[src/hw/rtl/sps_pkg.sv]
package sps_pkg;

	typedef enum logic [1:0] {
		EV_QUEUED    = 2'd0,
		EV_DROPPED   = 2'd1,
		EV_ANSWERED  = 2'd2,
		EV_IDLE_TICK = 2'd3
	} event_t;

	typedef enum logic {
		ST_RUN,
		ST_READ
	} state_t;

	localparam int CMDQ_DEPTH = 2;
	localparam int CMDQ_PTR_W = 1;
	localparam int CMDQ_CNT_W = 2;

	typedef struct packed {
		logic        is_tick;
		logic        cls_ok;
		logic [1:0]  caller_class;
		logic [15:0] caller_id;
		logic [15:0] service_time;
	} cmd_t;

	typedef struct packed {
		event_t      event_kind;
		logic [15:0] answered_id;
		logic [1:0]  answered_class;
		logic [31:0] tick_number;
	} res_t;

endpackage

[src/hw/rtl/sps_if.sv]
interface sps_in_if;
	logic        valid;
	logic        ready;
	logic        operation;
	logic [1:0]  caller_class;
	logic [15:0] caller_id;
	logic [15:0] service_time;

	modport source (output valid, operation, caller_class, caller_id, service_time,
		input ready);
	modport sink (input valid, operation, caller_class, caller_id, service_time,
		output ready);
endinterface

interface sps_out_if;
	logic        valid;
	logic        ready;
	logic [1:0]  event_kind;
	logic [15:0] answered_id;
	logic [1:0]  answered_class;
	logic [31:0] tick_number;

	modport source (output valid, event_kind, answered_id, answered_class, tick_number,
		input ready);
	modport sink (input valid, event_kind, answered_id, answered_class, tick_number,
		output ready);
endinterface

[src/hw/rtl/sps_front.sv]
module sps_front import sps_pkg::*; #(
	parameter int NUM_CLASSES = 4
) (
	sps_in_if.sink in_ch,
	input  logic   q_full,
	output logic   push,
	output cmd_t   cmd
);

	assign in_ch.ready = !q_full;
	assign push        = in_ch.valid && !q_full;

	always_comb begin
		cmd.is_tick      = in_ch.operation;
		cmd.cls_ok       = int'(in_ch.caller_class) < NUM_CLASSES;
		cmd.caller_class = in_ch.caller_class;
		cmd.caller_id    = in_ch.caller_id;
		cmd.service_time = in_ch.service_time;
	end

endmodule

[src/hw/rtl/sps_cmd_fifo.sv]
module sps_cmd_fifo import sps_pkg::*; (
	input  logic clk,
	input  logic arst_n,
	input  logic push,
	input  cmd_t wr_data,
	output logic full,
	input  logic pop,
	output logic not_empty,
	output cmd_t rd_data
);

	cmd_t                  slot_q [CMDQ_DEPTH];
	logic [CMDQ_PTR_W-1:0] wr_ptr_q;
	logic [CMDQ_PTR_W-1:0] rd_ptr_q;
	logic [CMDQ_CNT_W-1:0] cnt_q;

	assign full      = cnt_q == CMDQ_CNT_W'(CMDQ_DEPTH);
	assign not_empty = cnt_q != '0;
	assign rd_data   = slot_q[rd_ptr_q];

	always_ff @(posedge clk or negedge arst_n) begin
		if (!arst_n) begin
			wr_ptr_q <= '0;
			rd_ptr_q <= '0;
			cnt_q    <= '0;
		end else begin
			if (push)
				wr_ptr_q <= wr_ptr_q + CMDQ_PTR_W'(1);
			if (pop)
				rd_ptr_q <= rd_ptr_q + CMDQ_PTR_W'(1);
			if (push && !pop)
				cnt_q <= cnt_q + CMDQ_CNT_W'(1);
			else if (pop && !push)
				cnt_q <= cnt_q - CMDQ_CNT_W'(1);
		end
	end

	always_ff @(posedge clk) begin
		if (push)
			slot_q[wr_ptr_q] <= wr_data;
	end

endmodule

[src/hw/rtl/sps_back.sv]
module sps_back import sps_pkg::*; #(
	parameter int QUEUE_DEPTH = 16,
	parameter int NUM_CLASSES = 4
) (
	input  logic clk,
	input  logic arst_n,
	input  logic cmd_valid,
	input  cmd_t cmd,
	output logic cmd_pop,
	output logic out_valid,
	input  logic out_ready,
	output res_t res
);

	localparam int PTR_W     = $clog2(QUEUE_DEPTH);
	localparam int CNT_W     = $clog2(QUEUE_DEPTH + 1);
	localparam int CLS_W     = $clog2(NUM_CLASSES);
	localparam int ADDR_W    = CLS_W + PTR_W;
	localparam int MEM_DEPTH = NUM_CLASSES * (2 ** PTR_W);

	function automatic logic [PTR_W-1:0] ring_next(input logic [PTR_W-1:0] p);
		return (p == PTR_W'(QUEUE_DEPTH - 1)) ? '0 : p + PTR_W'(1);
	endfunction

	logic [31:0]       mem_q [MEM_DEPTH];
	logic [31:0]       rd_data_q;
	logic [PTR_W-1:0]  head_q [NUM_CLASSES];
	logic [PTR_W-1:0]  tail_q [NUM_CLASSES];
	logic [CNT_W-1:0]  cnt_q  [NUM_CLASSES];
	logic [15:0]       busy_q;
	logic [31:0]       tick_q;
	logic [CLS_W-1:0]  sel_q;
	state_t            state_q, state_d;
	logic              out_valid_q;
	res_t              res_q;

	logic              out_free;
	logic              any_waiting;
	logic [CLS_W-1:0]  sel;
	logic [CLS_W-1:0]  idx;
	logic              full;
	logic [ADDR_W-1:0] mem_addr;
	logic              start;
	logic              push_q_en, pop_q_en, wr_en, rd_en;
	logic              busy_dec, busy_load, tick_inc, load_res;
	res_t              res_d;
	logic [15:0]       dur;

	assign out_free  = !out_valid_q || out_ready;
	assign out_valid = out_valid_q;
	assign res       = res_q;
	assign dur       = rd_data_q[31:16];

	always_comb begin
		any_waiting = 1'b0;
		sel         = '0;
		for (int c = NUM_CLASSES - 1; c >= 0; c--) begin
			if (cnt_q[c] != '0) begin
				any_waiting = 1'b1;
				sel         = CLS_W'(c);
			end
		end
	end

	assign idx      = cmd.is_tick ? sel : CLS_W'(cmd.caller_class);
	assign full     = cnt_q[idx] == CNT_W'(QUEUE_DEPTH);
	assign mem_addr = {idx, cmd.is_tick ? head_q[idx] : tail_q[idx]};
	assign start    = (state_q == ST_RUN) && cmd_valid && out_free;
	assign cmd_pop  = start;

	always_comb begin
		state_d   = state_q;
		push_q_en = 1'b0;
		pop_q_en  = 1'b0;
		wr_en     = 1'b0;
		rd_en     = 1'b0;
		busy_dec  = 1'b0;
		busy_load = 1'b0;
		tick_inc  = 1'b0;
		load_res  = 1'b0;
		res_d     = '{event_kind: EV_IDLE_TICK, answered_id: '0, answered_class: '0,
			tick_number: tick_q};
		unique case (state_q)
			ST_RUN: begin
				if (start) begin
					if (!cmd.is_tick) begin
						load_res             = 1'b1;
						res_d.answered_id    = cmd.caller_id;
						res_d.answered_class = cmd.caller_class;
						if (!cmd.cls_ok || full) begin
							res_d.event_kind = EV_DROPPED;
						end else begin
							res_d.event_kind = EV_QUEUED;
							wr_en            = 1'b1;
							push_q_en        = 1'b1;
						end
					end else if (busy_q != '0 || !any_waiting) begin
						load_res = 1'b1;
						tick_inc = 1'b1;
						busy_dec = busy_q != '0;
					end else begin
						rd_en    = 1'b1;
						pop_q_en = 1'b1;
						state_d  = ST_READ;
					end
				end
			end
			ST_READ: begin
				if (out_free) begin
					load_res             = 1'b1;
					tick_inc             = 1'b1;
					busy_load            = 1'b1;
					res_d.event_kind     = EV_ANSWERED;
					res_d.answered_id    = rd_data_q[15:0];
					res_d.answered_class = 2'(sel_q);
					state_d              = ST_RUN;
				end
			end
			default: state_d = ST_RUN;
		endcase
	end

	always_ff @(posedge clk or negedge arst_n) begin
		if (!arst_n)
			state_q <= ST_RUN;
		else
			state_q <= state_d;
	end

	always_ff @(posedge clk or negedge arst_n) begin
		if (!arst_n) begin
			for (int c = 0; c < NUM_CLASSES; c++) begin
				head_q[c] <= '0;
				tail_q[c] <= '0;
				cnt_q[c]  <= '0;
			end
			busy_q      <= '0;
			tick_q      <= '0;
			out_valid_q <= 1'b0;
		end else begin
			if (push_q_en) begin
				tail_q[idx] <= ring_next(tail_q[idx]);
				cnt_q[idx]  <= cnt_q[idx] + CNT_W'(1);
			end
			if (pop_q_en) begin
				head_q[idx] <= ring_next(head_q[idx]);
				cnt_q[idx]  <= cnt_q[idx] - CNT_W'(1);
			end
			if (busy_dec)
				busy_q <= busy_q - 16'd1;
			else if (busy_load)
				busy_q <= (dur == '0) ? '0 : dur - 16'd1;
			if (tick_inc)
				tick_q <= tick_q + 32'd1;
			if (load_res)
				out_valid_q <= 1'b1;
			else if (out_ready)
				out_valid_q <= 1'b0;
		end
	end

	always_ff @(posedge clk) begin
		if (load_res)
			res_q <= res_d;
		if (rd_en)
			sel_q <= idx;
	end

	always_ff @(posedge clk) begin
		if (wr_en)
			mem_q[mem_addr] <= {cmd.service_time, cmd.caller_id};
		if (rd_en)
			rd_data_q <= mem_q[mem_addr];
	end

endmodule

[src/hw/rtl/strict_priority_call_scheduler.sv]
// Strict-priority call scheduler: one item in, one result out. Arrivals go to
// their class queue (class 0 highest) or are reported dropped when it is full
// or the class is out of range; each tick counts down the busy server, answers
// the head of the highest non-empty class, or, with the server idle and every
// queue empty, only advances the tick number. Items are decoded into a two-entry
// command queue and executed by the back end one at a time. A tick that answers
// a call passes through the read state after the run state, since the call
// store is a memory with a registered read port; other items end in the run
// state. Sustained rate is one item per cycle while the output is not stalled,
// and no new item is taken in the read state. The call store is not cleared
// after reset; no entry is read before it is written.
module strict_priority_call_scheduler import sps_pkg::*; #(
	parameter int QUEUE_DEPTH = 16,
	parameter int NUM_CLASSES = 4
) (
	input  logic     clk,
	input  logic     arst_n,
	sps_in_if.sink   in_ch,
	sps_out_if.source out_ch
);

	logic q_full, push, q_not_empty, pop;
	cmd_t cmd_in, cmd_out;
	res_t res;

	sps_front #(.NUM_CLASSES(NUM_CLASSES)) u_front (
		.in_ch  (in_ch),
		.q_full (q_full),
		.push   (push),
		.cmd    (cmd_in)
	);

	sps_cmd_fifo u_cmd_fifo (
		.clk       (clk),
		.arst_n    (arst_n),
		.push      (push),
		.wr_data   (cmd_in),
		.full      (q_full),
		.pop       (pop),
		.not_empty (q_not_empty),
		.rd_data   (cmd_out)
	);

	sps_back #(.QUEUE_DEPTH(QUEUE_DEPTH), .NUM_CLASSES(NUM_CLASSES)) u_back (
		.clk       (clk),
		.arst_n    (arst_n),
		.cmd_valid (q_not_empty),
		.cmd       (cmd_out),
		.cmd_pop   (pop),
		.out_valid (out_ch.valid),
		.out_ready (out_ch.ready),
		.res       (res)
	);

	assign out_ch.event_kind     = res.event_kind;
	assign out_ch.answered_id    = res.answered_id;
	assign out_ch.answered_class = res.answered_class;
	assign out_ch.tick_number    = res.tick_number;

endmodule

[src/flat_wrapper.sv]
// flat-port wrapper written by rule: the top's interface ports become plain ports
module strict_priority_call_scheduler_flat import sps_pkg::*;
#(
	parameter int QUEUE_DEPTH = 16,
	parameter int NUM_CLASSES = 4
)
  (clk, arst_n, in_ch_valid, in_ch_operation, in_ch_caller_class, in_ch_caller_id, in_ch_service_time, in_ch_ready, out_ch_valid, out_ch_event_kind, out_ch_answered_id, out_ch_answered_class, out_ch_tick_number, out_ch_ready);
  sps_in_if in_ch_i ();
  sps_out_if out_ch_i ();
  input  logic clk;
  input  logic arst_n;
  input wire logic [$bits(in_ch_i.valid)-1:0] in_ch_valid;
  input wire logic [$bits(in_ch_i.operation)-1:0] in_ch_operation;
  input wire logic [$bits(in_ch_i.caller_class)-1:0] in_ch_caller_class;
  input wire logic [$bits(in_ch_i.caller_id)-1:0] in_ch_caller_id;
  input wire logic [$bits(in_ch_i.service_time)-1:0] in_ch_service_time;
  output wire logic [$bits(in_ch_i.ready)-1:0] in_ch_ready;
  output wire logic [$bits(out_ch_i.valid)-1:0] out_ch_valid;
  output wire logic [$bits(out_ch_i.event_kind)-1:0] out_ch_event_kind;
  output wire logic [$bits(out_ch_i.answered_id)-1:0] out_ch_answered_id;
  output wire logic [$bits(out_ch_i.answered_class)-1:0] out_ch_answered_class;
  output wire logic [$bits(out_ch_i.tick_number)-1:0] out_ch_tick_number;
  input wire logic [$bits(out_ch_i.ready)-1:0] out_ch_ready;
  assign in_ch_i.valid = in_ch_valid;
  assign in_ch_i.operation = in_ch_operation;
  assign in_ch_i.caller_class = in_ch_caller_class;
  assign in_ch_i.caller_id = in_ch_caller_id;
  assign in_ch_i.service_time = in_ch_service_time;
  assign in_ch_ready = in_ch_i.ready;
  assign out_ch_valid = out_ch_i.valid;
  assign out_ch_event_kind = out_ch_i.event_kind;
  assign out_ch_answered_id = out_ch_i.answered_id;
  assign out_ch_answered_class = out_ch_i.answered_class;
  assign out_ch_tick_number = out_ch_i.tick_number;
  assign out_ch_i.ready = out_ch_ready;
  strict_priority_call_scheduler #(.QUEUE_DEPTH(QUEUE_DEPTH), .NUM_CLASSES(NUM_CLASSES)) u_core (.clk(clk), .arst_n(arst_n), .in_ch(in_ch_i), .out_ch(out_ch_i));
endmodule
[config.mk]
export PLATFORM = sky130hd
export DESIGN_NAME = strict_priority_call_scheduler_flat
export DESIGN_NICKNAME = d
export VERILOG_FILES = /design/src/hw/rtl/sps_pkg.sv /design/src/hw/rtl/sps_if.sv /design/src/hw/rtl/sps_front.sv /design/src/hw/rtl/sps_cmd_fifo.sv /design/src/hw/rtl/sps_back.sv /design/src/hw/rtl/strict_priority_call_scheduler.sv /design/src/flat_wrapper.sv
export SDC_FILE = /design/constraint.sdc
export NUM_CORES = 2
export LEC_CHECK = 0
export ABC_AREA = 1
export BUFFER_PORTS_ARGS = -buffer_cell sky130_fd_sc_hd__buf_2
export CAP_MARGIN = 20
export CORE_MARGIN = 1.5
export CORE_UTILIZATION = 45
export CTS_CLUSTER_SIZE = 14
export DETAILED_ROUTE_END_ITERATION = 6
export PLACE_DENSITY = 0.58
export SYNTH_ARGS = -nofsm -noshare
export SYNTH_HDL_FRONTEND = slang
export SYNTH_HIERARCHICAL = 1
export SYNTH_SLANG_ARGS = --single-unit
[constraint.sdc]
create_clock -name clk -period 5.3 [get_ports clk]
set_input_delay 0.795 -clock clk [delete_from_list [all_inputs] [get_ports clk]]
set_output_delay 0.795 -clock clk [all_outputs]
set_load 0.005 [all_outputs]
### After elaboration in Yosys (flattened, before gate mapping)

Memory sizes are Yosys's and may differ from the RTL's. A register that Yosys moved wholly into a read port is not among the register bits.
Index checks and enable logic that the tools add are counted.

| cells by class | value |
|---|---|
| equality and inequality tests | 4 |
| $lt $le $gt $ge | 2 |
| multiplexer cells | 70 |
| add/subtract/negate cells | 11 |
| bitwise operators | 2 |
| reduce and logical (&&, ||, !) cells | 25 |

Operators with widths:

| operator | count |
|---|---|
| 2-to-1 mux 20 bit | 4 |
| 2-to-1 mux 16 bit | 3 |
| bitwise mux 20 bit | 2 |
| one-hot mux 20 bit (2 select lines) | 1 |
| adder 32 x 1 -> 32 bit, second input constant | 1 |
| bitwise mux 16 bit | 2 |
| 2-to-1 mux 4 bit | 8 |
| subtractor 16 x 1 -> 16 bit, second input constant | 2 |
| 2-to-1 mux 1 bit | 31 |
| nonzero test 5 bit | 4 |
| 2-to-1 mux 19 bit | 1 |
| binary-select mux 4 bit (select 2 bit) | 2 |
| zero test 16 bit | 1 |
| nonzero test 16 bit | 1 |
| 2-to-1 mux 5 bit | 3 |
| 2-to-1 mux 2 bit | 7 |
| binary-select mux 5 bit (select 2 bit) | 1 |
| demux 5 bit (select 2 bit) | 1 |
| adder 4 x 1 -> 4 bit, second input constant | 2 |
| demux 4 bit (select 2 bit) | 1 |
| == test 4 bit, second input constant | 2 |
| nonzero test 2 bit | 4 |
| logical AND 1 bit | 6 |
| one-hot mux 1 bit (2 select lines) | 3 |
| other kinds (14) | 21 |

| word-level totals | value |
|---|---|
| bits of input ports | 39 |
| memories | 2 |
| output and inout bits | 54 |
| memory bits (writable) | 2118 |
| register bits | 160 |
| word-level logic and storage cells | 140 |

Memories:

| memory | depth | bits a word | read ports | clocked after Yosys merged registers in | wr ports | line | source |
|---|---|---|---|---|---|---|---|
| u_core.u_back.mem_q | 64 | 32 | 1 | 1 | 1 | sps_back.sv:25 | `logic [31:0] mem_q [MEM_DEPTH];` |
| u_core.u_cmd_fifo.slot_q | 2 | 35 | 1 | 0 | 1 | sps_cmd_fifo.sv:12 | `cmd_t slot_q [CMDQ_DEPTH];` |

### Logic depth before layout (Yosys ltp)

| logic depth | value |
|---|---|
| depth in word-level cells | 19 |
| gate-level depth with buffers | 24 |
| depth with buffers taken out | 21 |

### Cells and area by module

The synthesis kept the hierarchy.

Modules (own cells, without submodules):

| module | cells an instance | sequential area each (sq um) | instances | area each (sq um) |
|---|---|---|---|---|
| sps_back | 8674 | 66633.9 | 1 | 93572.2 |
| sps_cmd_fifo | 137 | 2262.2 | 1 | 2954.1 |
| sps_front | 40 | 0.0 | 1 | 287.8 |

### Worst setup path before layout

Ideal clock, no wire load.

| timing path | value |
|---|---|
| path type | register to register |
| from | register u_core.u_cmd_fifo.rd_ptr_q |
| to | memory u_core.u_back.mem_q[48][0], enable pin |
| period minus slack after synthesis | 4.637 ns |
| path buffers | 4 |
| stages on the path, launching flop included | 20 |
| setup time | 0.421 ns |
| data arrival time | 4.216 ns |
| data required time | 4.879 ns |
| slack | 0.663 ns |
| cells stage by stage | dfrtp_1 -> buf_6 -> mux2_2 -> buf_4 -> inv_2 -> buf_6 -> nor3_2 -> nand2_1 -> nand2_2 -> buf_6 -> nor2_4 -> a22oi_1 -> nand2_1 -> inv_1 -> ha_1 -> nand3_4 -> nand3_4 -> inv_2 -> nand2_2 -> nor2_1 |

RTL lines:

| item | line | source |
|---|---|---|
| from (decl) | sps_cmd_fifo.sv:14 | `logic [CMDQ_PTR_W-1:0] rd_ptr_q;` |
| from (signal assigned) | sps_cmd_fifo.sv:30 | `rd_ptr_q <= rd_ptr_q + CMDQ_PTR_W'(1);` |
| to (decl) | sps_back.sv:25 |  |

==> impl_results.md <==
* Total CTS buffers at 232
* Setup CP Type: flip-flop to flip-flop
* Placer Congestion at 0.945
* Worst-margin pin slew at 1.14 ns
* Routed WL at 307 mm
* Simple-gate share of the synthesized area at 0.225
* Pre-antenna DRT Iters at 6
* CP startpoint kind: flip-flop
* Post-Synthesis Cells at 8851
* TritonCTS clock tree: yes
* Syn_nets at 8899
* Post-synthesis xor/xnor area fraction at 0.00507
* HP Class: input pin to asynchronous set/reset pin
* Mux cell area share after synthesis at 0.00531
* Largest family of logic cells by synthesized area: simple AND/OR/NAND/NOR gates
* Vias per Instance at 5.52
* Wire per inst at 25.6 µm
* Maxcap violations at 0
* CP max FO at 47
* Htree depth at 4
* Crit path launch: u_core/u_cmd_fifo/rd_ptr_q
* Initial Utilization at 0.452
* Crit-path cells: mux2_2 -> inv_2 -> nor3_2 -> nand2_1 -> nand2_2 -> inv_1 -> nand2_1 -> nand3_4 -> buf_12 -> buf_12 -> buf_4 -> nand3_1 -> nand2_1 -> nand2_1 -> nand2_1 -> o21ai_1 -> nand2_1 -> nor2_1 -> nand2_1
* Pwr per Cell Area at 679 nW/µm²
* Core footprint at 214000 µm²
* Area Overhead vs Synth at 13.1%
* Grt ovf at 0
* Die width at 467 µm
* Post-synth EDFFs at 2206
* Initial detailed-routing violation count at 7756
* CTS Hold Bufs at 0
* Port bufs at 92
* Crit path required time at 5.88 ns
* Initial antenna violation count at 16
* Layout cells sized above 1 at 0.0931
* Max-slew headroom at 0.242
* Setup clock skew after layout at 0.0491 ns
* Drt drc at 0
* Number of synthesis warnings at 6
* CP Data Arrival Time at 5.80 ns
* Layout fillers at 18700
* Area of the mapped netlist at 96800 µm²
* VDD IR max at 0.483 mV
* CP Capture Type: flip-flop
* Leak at 0.0436 µW
* Most used DFF post-synth: edfxtp_1
* Post-synthesis cell type count at 49
* Yosys reg bits at 2312
* CTS Sinks at 2312
* First-pass GRT wire length at 440 mm
* Worst hold slack at 0.0435 ns
* Clk root buf: clkbuf_16
* NumNets Final at 8993
* Worst path bufs/invs at 5
* Endpoints failing setup at 0
* Post-Synth Adder-Cell Area at 0.00116
* Synth async-reset ratio at 0.0458
* Vias in the first global route at 62000
* Worst r2r src: u_core/u_cmd_fifo/rd_ptr_q
* Commonest non-fill, non-tap cell in the layout: nand2_1
* Largest net degree at the start of global routing at 116
* Syn_area_per_cell at 10.9 µm²
* Clk_lat worst skew at 0.90 ns
* GRT Util Overall at 0.278
* Seq/Total Area, Yosys at 0.712
* Core Util, Final at 0.511
* Design area at 110000 µm²
* HPWL Detailed at 186 mm
* Die height at 467 µm
* DP Area at 102000 µm²
* Max Freq at 0.192 GHz
* Min cycle time layout at 5.22 ns
* Final hold vios at 0
* CP max-delay cell: nor2_1
* IO Count at 93
* Clock-pin slew on the worst setup and hold paths at 0.06 ns
* Outcome: complete, no violations
* Final Max Tran Viols at 0
* Cell mode on critical path: nand2_1
* RSZ-0062 raised after global routing: false
* Site Rows at 170
* Post-synthesis compound-gate area fraction at 0.0202
* DR vias at 66200
* Family with the most delay on the worst path: simple AND/OR/NAND/NOR gates
* Deepest clock path buffer count at 3
* Die area at 218000 µm²
* Final period utilization at 0.985
* Crit path largest cell delay at 0.82 ns
* Most frequent cells in the layout: nand2_1, edfxtp_1, nand3_1
* Antenna-violating nets left at 0
==> per-stage QoR <==
step	setup TNS [ns]	total power (µW)	std cells	setup slack, ns
after floorplan	0	43300	8851	0.663
after global placement	-0.0381	57900	11500	-0.0381
after detailed placement	-0.249	57900	11500	-0.131
after CTS	0	74000	12000	0.00401
after global routing	0	77700	12000	0.0136
final	0	74300	12000	0.0812
==> cell usage after synthesis, types with 5 or more instances <==
cell | n | area, µm²
buf_2 | 325 | 1630
inv_2 | 12 | 45.0
a22oi_1 | 8 | 60.1
nand3b_1 | 6 | 45.0
xor2_1 | 41 | 359
a21oi_1 | 6 | 30.0
clkbuf_1 | 112 | 420
ha_1 | 9 | 113
nand4_1 | 18 | 113
buf_1 | 12 | 45.0
o21ai_1 | 260 | 1300
mux2_2 | 7 | 78.8
mux2_4 | 29 | 435
inv_1 | 106 | 398
nor3_1 | 24 | 120
buf_6 | 6 | 67.6
xnor2_1 | 15 | 131
nor2_2 | 5 | 31.3
dfrtp_1 | 106 | 2650
nand2_2 | 17 | 106
nor2_1 | 227 | 852
nor2_4 | 5 | 56.3
edfxtp_1 | 2206 | 66200
a31oi_1 | 7 | 43.8
a32o_1 | 18 | 180
buf_4 | 45 | 338
o21ai_0 | 47 | 235
nand2_1 | 4305 | 16200
nor4_1 | 6 | 37.5
nand3_1 | 827 | 4140
nand3_4 | 5 | 87.6
==> registers in the layout, summed over array words and instances, names as in the netlist <==
register,cells
u_core/u_back/out_valid,1
u_core/u_back/mem_q,2048
u_core/u_back/sel_q,2
u_core/u_back/cnt_q,20
u_core/u_back/state_q,1
u_core/u_back/head_q,16
u_core/u_back/rd_data_q,32
u_core/u_back/busy_q,16
u_core/u_back/res,52
u_core/u_cmd_fifo/rd_ptr_q,1
u_core/u_back/tick_q,32
u_core/u_cmd_fifo/wr_ptr_q,1
u_core/u_back/tail_q,16
u_core/u_cmd_fifo/cnt_q,2
u_core/u_cmd_fifo/slot_q,72
==> routing by layer <==
layer,wire (µm),global-route usage,vias to the layer above
li1,-,-,30100
met1,126000,0.386,32600
met2,141000,0.432,3008
met3,25100,0.0432,500
met4,14700,0.126,4
met5,24,0,-
==> logic make-up (layout without fill, tap and decap cells) <==
| logic type | after synthesis | count (layout) |
|---|---|---|
| flops | 2312 | 2312 |
| simple gates | 5455 | 5456 |
| fa+ha+maj | 9 | 9 |
| compound gates | 358 | 358 |
| buf+inv | 624 | 921 |
| xor+xnor | 56 | 56 |
| other cells | 1 | 9 |
| mux | 36 | 36 |
==> where the power goes <==
part	leakage (µW)	internal [µW]	switching [µW]	total, µW
Clock	0.00361	8970	7190	16200
Combinational	0.0188	8240	26500	34800
Sequential	0.0212	23100	308	23400
Total	0.0436	40300	34000	74300
==> path summary, 6_finish.rpt <==
| path | end | cells after the start | slack, ns |
|---|---|---|---|
| setup / recovery | u_core/u_back/rd_data_q[30] | 19 | 0.08 |
| hold / removal | u_core/u_back/tick_q[9] | 1 | 0.04 |
| setup reg to reg | u_core/u_back/rd_data_q[30] | 19 | 0.08 |
| hold reg to reg | u_core/u_back/res[26] | 0 | 0.45 |
| max in group asynchronous | u_core/u_cmd_fifo/rd_ptr_q | 2 | 4.08 |
| min in group clk | u_core/u_cmd_fifo/slot_q[0][1] | 1 | 0.08 |
==> repair_timing <==
action,in CTS,in global routing
setup buffers,0,5
pin swaps,0,1
cloned,0,1
resized for setup,4,6
hold endpoints to repair,0,0
setup endpoints to repair,4,14
==> cell type report <==
class / count / area, µm² / share of cell area
Antenna cell: 8 / 20.0 / 0.000183
Clock buffer: 297 / 6080 / 0.0555
Clock inverter: 141 / 1360 / 0.0125
Inverter: 121 / 464 / 0.00424
Multi-Input combinational cell: 5916 / 25500 / 0.233
Sequential cell: 2312 / 68900 / 0.629
Tap cell: 2838 / 3550 / 0.0324
Timing Repair Buffer: 362 / 3630 / 0.0331
(Power assumes the default switching activity.)
